[src/design/smse_pkg.sv]
`default_nettype none

package smse_pkg;

	localparam int MAX_RECORDS = 64;
	localparam int STORE_DEPTH = 64;
	localparam int AW = $clog2(STORE_DEPTH);
	localparam int CW = AW + 1;
	localparam int KW = 32;
	localparam int PW = 6;
	localparam int RW = KW + PW;

	typedef logic [CW-1:0] count_t;
	typedef logic [AW-1:0] addr_t;

	typedef struct packed {
		logic signed [KW-1:0] key;
		logic [PW-1:0]        pos;
	} record_t;

	typedef struct packed {
		logic load;
		logic close;
		logic seg_start;
		logic read_b;
		logic cap_a;
		logic cap_b;
		logic merge_step;
		logic seg_next;
		logic pass_next;
		logic emit_rd;
		logic emit_ld;
	} smse_cmd_t;

	typedef struct packed {
		logic sort_go;
		logic need_b;
		logic a_live;
		logic b_live;
		logic pick;
		logic refetch;
		logic seg_more;
		logic emit_last;
		logic out_free;
	} smse_sts_t;

endpackage

`default_nettype wire

[src/design/smse_ctrl.sv]
`default_nettype none

module smse_ctrl
	import smse_pkg::*;
(
	input  logic      clk,
	input  logic      arst_n,
	input  logic      in_valid,
	input  logic      in_last,
	output logic      in_ready,
	input  smse_sts_t sts,
	output smse_cmd_t cmd
);

	localparam logic [2:0] S_IDLE    = 3'd0;
	localparam logic [2:0] S_START   = 3'd1;
	localparam logic [2:0] S_INITA   = 3'd2;
	localparam logic [2:0] S_CAPA    = 3'd3;
	localparam logic [2:0] S_CAPB    = 3'd4;
	localparam logic [2:0] S_MERGE   = 3'd5;
	localparam logic [2:0] S_EMIT_RD = 3'd6;
	localparam logic [2:0] S_EMIT_LD = 3'd7;

	logic [2:0] state_q, state_d;

	always_comb begin
		cmd      = '0;
		in_ready = 1'b0;
		state_d  = state_q;
		case (state_q)
			S_IDLE: begin
				in_ready = 1'b1;
				if (in_valid) begin
					cmd.load = 1'b1;
					if (in_last) begin
						cmd.close = 1'b1;
						state_d   = S_START;
					end
				end
			end
			S_START: begin
				if (sts.sort_go) begin
					cmd.seg_start = 1'b1;
					state_d       = S_INITA;
				end else begin
					state_d = S_EMIT_RD;
				end
			end
			S_INITA: begin
				cmd.cap_a = 1'b1;
				if (sts.need_b) begin
					cmd.read_b = 1'b1;
					state_d    = S_CAPB;
				end else begin
					state_d = S_MERGE;
				end
			end
			S_CAPA: begin
				cmd.cap_a = 1'b1;
				state_d   = S_MERGE;
			end
			S_CAPB: begin
				cmd.cap_b = 1'b1;
				state_d   = S_MERGE;
			end
			S_MERGE: begin
				if (sts.a_live || sts.b_live) begin
					cmd.merge_step = 1'b1;
					if (sts.refetch) begin
						state_d = sts.pick ? S_CAPA : S_CAPB;
					end
				end else begin
					if (sts.seg_more) begin
						cmd.seg_next = 1'b1;
					end else begin
						cmd.pass_next = 1'b1;
					end
					state_d = S_START;
				end
			end
			S_EMIT_RD: begin
				if (sts.out_free) begin
					cmd.emit_rd = 1'b1;
					state_d     = S_EMIT_LD;
				end
			end
			S_EMIT_LD: begin
				cmd.emit_ld = 1'b1;
				state_d     = sts.emit_last ? S_IDLE : S_EMIT_RD;
			end
			default: begin
				state_d = S_IDLE;
			end
		endcase
	end

	always_ff @(posedge clk or negedge arst_n) begin
		if (!arst_n) begin
			state_q <= S_IDLE;
		end else begin
			state_q <= state_d;
		end
	end

endmodule

`default_nettype wire

[config.mk]
export PLATFORM = sky130hd
export DESIGN_NAME = smse_ctrl
export DESIGN_NICKNAME = d
export VERILOG_FILES = /design/src/design/smse_pkg.sv /design/src/design/smse_ctrl.sv
export SDC_FILE = /design/constraint.sdc
export NUM_CORES = 1
export LEC_CHECK = 0
export BUFFER_PORTS_ARGS = -buffer_cell sky130_fd_sc_hd__buf_2
export CORE_AREA = 4 4 41 43
export CTS_CLUSTER_SIZE = 28
export DETAILED_ROUTE_END_ITERATION = 8
export DIE_AREA = 0 0 45 47
export SYNTH_ARGS = -nofsm -noshare
export SYNTH_HDL_FRONTEND = slang
export SYNTH_SLANG_ARGS = --single-unit
[constraint.sdc]
create_clock -name clk -period 4.17 [get_ports clk]
set_clock_uncertainty 0.15 [all_clocks]
set_input_delay 0.2085 -clock clk [delete_from_list [all_inputs] [get_ports clk]]
set_output_delay 0.2085 -clock clk [all_outputs]
set_load 0.01 [all_outputs]
Yosys cells after proc, flatten, opt, wreduce, memory -nomap -nowiden
Cells that the tools add are included.
{ "totals": {"reg_bits": 3, "latch_bits": 0, "ram_bits": 0, "mem_bits_ro": 0, "input_bits": 13, "out_inout_bits": 12, "word_cells": 45, "mem_count": 0} }
{ "op_classes": {"n_addsub": 0, "n_mul": 0, "n_div": 0, "magnitude_cmp": 0, "eq_ne": 11, "shift": 0, "muxes": 28, "n_bitwise": 0, "reduce_logical": 5} }
{ "op_table": {"columns": ["operator", "count"], "rows": [
  ["3-bit 2-to-1 mux", 9],
  ["3-bit case mux with 7 select lines", 1],
  ["1-bit 2-to-1 mux", 15],
  ["3-bit == test (second input constant)", 4],
  ["3-bit by 2-bit == test with 1-bit output (second input constant)", 2],
  ["2-bit 2-to-1 mux", 3],
  ["2-bit != test (second input constant)", 3],
  ["4-bit AND reduction", 1],
  ["2-bit OR reduction", 2],
  ["3-bit by 1-bit == test with 1-bit output (second input constant)", 1],
  ["3-bit logical NOT", 1],
  ["3-bit != test (second input constant)", 1],
  ["1-bit logical OR", 1]
]} }

Logic depth before layout (Yosys ltp)
Gate-level depths: netlist of the first run.
{ "logic_depth": {"word_depth": 4, "depth_mapped": 5, "ltp_nobuf": 5} }

Least setup slack after synthesis of the first run
Ideal clock, no wire load.
{ "synth_path": {"path_type": "register to register", "start": "register state_q[1]", "end": "register state_q[2]", "setup_time_ns": 0.125, "arrival_ns": 1.331, "t_required_ns": 3.895, "slack_ns": 2.563, "stages_incl_launch_ff": 6, "n_path_buf": 1, "synth_period_minus_slack_ns": 1.607, "path_cell_list": "dfrtp_1 > buf_6 > a211o_1 > a21oi_2 > o21bai_4 > mux2_4"} }
{ "synth_via": {"elab_chain_cells": 3, "elab_cells_between_ends": 15, "classes_between": "eq/ne (11); mux (1); reduce/logical (3)"} }
{ "synth_rtl": {"columns": ["item", "line", "source"], "rows": [
  ["start, declared", "smse_ctrl.sv:24", "logic [2:0] state_q, state_d;"],
  ["start signal, assigned", "smse_ctrl.sv:101", "state_q <= state_d;"],
  ["3-bit == test, or another cell as far along", "smse_ctrl.sv:30", "case (state_q)"],
  ["2-bit OR reduction (no source line), or another cell as far along", null, null],
  ["3-bit case mux with 7 select lines or 4-bit AND reduction (tied branches)", null, null]
]} }
Parallel ways exist; a longest one is shown, timed or not.
A chain may end at the register's enable or synchronous reset.

==> results of run 1 <==
-- power breakdown --
part           leakage (µW)  switching [µW]  total (µW)  internal (µW)
clock network     0.0000150            13.8        49.5           35.8
logic              0.000234            82.6         180           97.8
registers         0.0000352            42.3        86.7           44.3
total              0.000284             139         317            178
-- cell usage after synthesis, types with 2 or more instances --
| library cell | number |
|---|---|
| a21oi_1 | 2 |
| nor2_1 | 4 |
| inv_1 | 4 |
| and3_1 | 4 |
| nand2_1 | 2 |
| dfrtp_1 | 3 |
| nor3b_1 | 2 |
-- routing by layer --
| layer | part of all wire, % | wire, µm | up-vias | global-route usage [%] |
|---|---|---|---|---|
| met4 | 0 | 0 | 0 | 3.51 |
| met5 | 0 | 0 | - | 0 |
| met2 | 37 | 330 | 25 | 11.6 |
| met3 | 13 | 117 | 0 | 2.30 |
| met1 | 49 | 436 | 164 | 11.9 |
| li1 | - | - | 206 | - |
-- timing repair --
item                                   CTS  global route
endpoints found under the hold margin    3             0
setup endpoints to repair                0             0
hold buffers                             1             0
-- worst paths after layout --
path                                 start         end  cells past startpoint
worst min register to register  state_q[0]  state_q[0]                      1
max in group asynchronous           arst_n  state_q[2]                      2
worst max-delay path            state_q[0]      cmd[4]                      4
min in group asynchronous           arst_n  state_q[1]                      2
worst min-delay path                sts[0]  state_q[1]                      2
worst max register to register  state_q[1]  state_q[2]                      4
-- through the flow --
step	power, µW	area (µm²)	std cells	hold WS (ns)
2_1_floorplan	230	344	42	-0.237
3_3_place_gp	270	459	78	-0.145
3_5_place_dp	267	459	78	-0.143
4_1_cts	320	495	83	0.0558
5_1_grt	343	495	83	0.0629
6_report	317	495	83	0.0577
-- kinds of logic (layout without fill, tap and decap cells) --
family / after synthesis / in the layout / synth area share, %
muxes: 1 / 1 / 4.36
and+or+nand+nor: 18 / 18 / 30.2
AOI/OAI and AO/OA: 13 / 13 / 32.4
buffers and inverters: 7 / 33 / 11.3
DFF: 3 / 3 / 21.8
-- final cells by class --
cell class | instances | area, µm²
Fill cell | 152 | 806
Multi-Input combinational cell | 32 | 230
Sequential cell | 3 | 75.1
Clock buffer | 4 | 26.3
Timing Repair Buffer | 25 | 130
Tap cell | 15 | 18.8
Inverter | 4 | 15.0
==> impl_results.md, run 1 <==
* Top Ports at 25
* FMAX at 583 MHz
* Final hold vios at 0
* Tmin final at 1.72 ns
* Net count, final at 82
* TritonRoute pass-1 iters at 4
* Buf+Inv Stages, Crit Path at 2
* Yosys reg bits at 3
* WL per Instance at 10.7 µm
* WP data required at 3.81 ns
* Ys flop type: dfrtp_1
* Initial core utilization at 26.4%
* Syn Inst Count at 42
* Leak Pwr at 0.000284 µW
* Setup Buffers After CTS at 0
* Port Buffer Count at 24
* Number of vias in the routed layout at 395
* Gr ovfl total at 0
* Crit path kind: reg2out
* First-pass GRT wire length at 1290 µm
* Detail Placement HPWL at 703 µm
* RSZ-0062 raised after global routing: false
* Synth area leader: dfrtp_1
* DRC at 0
* H-tree Lvls at 1
* Critical path's top delay family: flip-flops
* TNS Setup at 0 ns
* Place WS at 2.50 ns
* Total of max-cap violations at 0
* Final setup violation count at 0
* Post-DRT Antenna Nets at 0
* Worst path max stage delay at 0.55 ns
* Row cnt at 13
* CP endpoint kind: primary output
* Die height at 47 µm
* Worst-Margin Slew at 0.365 ns
* Worst-path cell chain: and3b_2 -> o21ai_2 -> inv_1 -> buf_2
* Fin util at 38.1%
* Worst skew pair latency at 0.23 ns
* Peak VDD IR at 0.230 mV
* Largest reg by FF count: state_q
* Post-synth EDFFs at 0
* Die footprint at 2120 µm²
* Ant diodes at 0
* Syn avg cell area at 8.19 µm²
* Synth top area cells: dfrtp_1, and3_1, o21bai_4
* Worst Hold Class: in2reg
* Max reg flops at 3
* Slew Limit Fails at 0
* Relative slew slack at 75.6%
* CTS clk-pin slew, worst paths at 0.04 ns
* Die W at 45 µm
* Placeable Area at 1300 µm²
* Post-CTS Resized at 0
* Most common cell after layout, fill and taps aside: buf_2
* TritonCTS Buffers at 3
* Layout cells sized above 1 at 47.1%
* Synth Cell Area at 344 µm²
* CTS root buffer: clkbuf_4
* Final setup margin at 2.45 ns
* Worst Path Max Fanout at 12
* Via-to-Cell Ratio at 4.76
* Num Clock Sinks at 3
* CP Launch Type: flip-flop
* Yosys warnings at 0
* Distinct cell type count after synthesis at 28
* Tcrit/Tclk final at 41.1%
* Pwr dens at 639 nW/µm²
* Flop2flop setup slack at 2.49 ns
* CP Data Arrival Time at 1.36 ns
* Slowest CP cell: dfrtp_1
* Largest net degree at the start of global routing at 13
* CTS tree: yes
* Largest regs: state_q (3)
* Routed wire length at 884 µm
* Commonest non-fill, non-tap cells in the layout: buf_2, inv_1, nor2_1, and3_1
* Total Routing Usage GR at 8.31%
* Status: finished clean
* Clock Tree Buf Depth at 2
* Mapped Nets at 55
* Antenna violations before repair at 0
* Area growth, synth to finish at 44.0%
* Post-synth top area share at 21.8%
* Vias in the first global route at 332
* 1st-iter DRT viols at 10
* Seq/Total Area, Yosys at 21.8%
* Ys async rst share at 100%
* RD Place Congestion at 0.789
Power figures use the tool's default switching activity.
==> inputs of run 2 (changes only) <==
==> constraint.sdc (replaced) <==
create_clock -name clk -period 1.6 [get_ports clk]
set_clock_uncertainty 0.15 [all_clocks]
set_input_delay 0.08 -clock clk [delete_from_list [all_inputs] [get_ports clk]]
set_output_delay 0.08 -clock clk [all_outputs]
set_load 0.01 [all_outputs]
==> run 2 against run 1 <==
Compared with the run above:
- wire length up 12%
- first-iteration DRC count down 80%
- cell count up 6.0%
- worst hold slack worse by 0.042 ns
- power rose to 3.0 times the previous value
- via count up 4.3%
- sequential power up 79%
- global-route usage up 2.0 points
- clock power rose to 2.6 times the previous value
- combinational power rose to 3.7 times the previous value
- critical path type is now reg2reg
- critical endpoint is now state_q[2]
- largest cell class unchanged
==> impl_results.md, run 2 (synthesis results as in run 1) <==
* Top Ports at 25 (unchanged)
* Largest regs: state_q (3)
* CTS clk-pin slew, worst paths at 0.04 ns (about the same)
* Place WS at 0.0442 ns (-2.45 ns)
* Total of max-cap violations at 0 (unchanged)
* Most common cell after layout, fill and taps aside: buf_2
* Tcrit/Tclk final at 98.0%
* Metal-1 WL at 460 µm (+5.5%)
* DRC at 0 (unchanged)
* Gr ovfl total at 0 (unchanged)
* Via-to-Cell Ratio at 4.68 (-1.6%)
* Worst Path Max Fanout at 9 (-3)
* Number of fill cells in the layout at 142 (-6.6%)
* Final setup margin at 0.0315 ns (-2.42 ns)
* Detail Placement HPWL at 779 µm (+11%)
* Placed instance count at 81 (+3.8%)
* CP Data Arrival Time at 1.53 ns (+0.17 ns)
* Status: finished clean
* CP endpoint kind: flip-flop
* FMAX at 638 MHz
* Row cnt at 13 (unchanged)
* First-pass GRT wire length at 1520 µm (+18%)
* Layout cells sized above 1 at 50.7% (+3.6 points)
* 1st-iter DRT viols at 2 (-8)
* Die height at 47 µm (unchanged)
* Critical Path Sink: state_q[2]
* Routed wire length at 992 µm (+12%)
* TritonRoute pass-1 iters at 4 (unchanged)
* Crit path kind: reg2reg
* Layout Cells excl Fill at 88 (+6.0%)
* Pwr dens at 1700 nW/µm² (+170%)
* Tmin final at 1.57 ns
* Num Clock Sinks at 3 (unchanged)
* RSZ-0062 raised after global routing: true
* H-tree Lvls at 1 (unchanged)
* Die W at 45 µm (unchanged)
* Top layer in use: met4
* CTS tree: yes
* Reg-to-Reg End: state_q[2]
* WP data required at 1.56 ns (-2.25 ns)
* Commonest non-fill, non-tap cells in the layout: buf_2, inv_1, and3_1
* Antenna violations before repair at 0 (unchanged)
* WL per Instance at 11.3 µm (+5.8%)
* Peak VDD IR at 0.571 mV (+150%)
* CP Launch Point: state_q[2]
* Number of vias in the routed layout at 412 (+4.3%)
* Flop2flop setup slack at 0.03 ns (-2.46 ns)
* Final setup violation count at 0 (unchanged)
* Met3 wire len at 117 µm (unchanged)
* Largest net degree at the start of global routing at 12 (-1)
* Max reg flops at 3 (unchanged)
* Relative slew slack at 84.6% (+8.9 points)
* Initial core utilization at 26.4% (unchanged)
* Worst-Margin Slew at 0.231 ns (-0.134 ns)
* Post-DRT Antenna Nets at 0 (unchanged)
* CTS root buffer: clkbuf_4
* WL met2 at 398 µm (+21%)
* RD Place Congestion at 0.760 (-3.7%)
* Placeable Area at 1300 µm² (unchanged)
* TritonCTS Buffers at 3 (unchanged)
* Worst Hold Class: in2reg
* Clock Tree Buf Depth at 2 (unchanged)
* Leak Pwr at 0.000313 µW (+10%)
* R2R Path Start: state_q[2]
* Slew Limit Fails at 0 (unchanged)
* Final hold vios at 0 (unchanged)
* Area growth, synth to finish at 62.2%
* CP Launch Type: flip-flop
* Port Buffer Count at 24 (unchanged)
* Net count, final at 87 (+6.1%)
* Total Routing Usage GR at 10.3% (+2.0 points)
* Die footprint at 2120 µm² (unchanged)
* Vias in the first global route at 373 (+12%)
* Ant diodes at 0 (unchanged)
* Worst reg2reg path depth at 5 (+1)
* Largest reg by FF count: state_q
* Final Power at 950 µW (+200%)
* Worst skew pair latency at 0.23 ns (about the same)
[run 2: changes by cell type in the layout (fill, tap and decap cells not counted), sizes merged]
| cell | delta |
|---|---|
| dlygate4sd3 | +2 |
| buf | +3 |
[run 2: metrics by stage]
step | TNS (ns) | util (%) | hold WS (ns) | instance area, µm²
2_1_floorplan | 0 | - | -0.366 | 344
3_3_place_gp | 0 | 38.0 | -0.272 | 494
5_1_grt | -0.0371 | 42.9 | 0.0173 | 558
6_report | 0 | 42.9 | 0.0160 | 558
3_5_place_dp | 0 | 38.0 | -0.272 | 494
4_1_cts | 0 | 41.5 | 0.0160 | 541
[run 2: worst min path at each step]
stage | startpoint | end | slack (ns) | cells past startpoint
6_report | sts[4] | state_q[1] | 0.02 | 3
3_3_place_gp | arst_n | state_q[0] | -0.27 | 1
5_1_grt | sts[7] | state_q[0] | 0.02 | 3
3_5_place_dp | arst_n | state_q[2] | -0.27 | 1
2_1_floorplan | arst_n | state_q[0] | -0.37 | 0
4_1_cts | arst_n | state_q[0] | 0.02 | 2
[run 2: cell type report]
type	count	area, µm²	share of cell area (%)
well taps	15	18.8	3.36
repair buffers	30	185	33.2
inverters	4	15.0	2.69
multi-input cells	32	238	42.6
flip-flops and latches	3	75.1	13.5
clock buffers	4	26.3	4.71
[run 2: timing repair]
action / 4_1_cts / 5_1_grt
setup buffers: 0 / 0
hold endpoints to repair: 4 / 2
endpoints found under the setup margin: 0 / 3
hold buffers: 2 / 1
resized for setup: 0 / 2
[run 2: report_power, final]
part / internal [µW] / total [µW] / switching (µW)
registers: 117 / 155 / 38.8
logic: 341 / 664 / 323
clock network: 93.3 / 130 / 37.1
[run 2: worst max-delay path: stages, from the launching register on]
cell and delay [ns]:
dfrtp_1 0.43, buf_12 0.15, nand3b_1 0.09, a21oi_2 0.17
o21bai_4 0.15, mux2_4 0.30
[run 2: metal layers]
layer / track usage [%] / vias to the layer above
li1: - / 215
met1: 12.1 / 172
met2: 14.7 / 23
met3: 3.83 / 2
met4: 8.77 / 0
met5: 0 / -
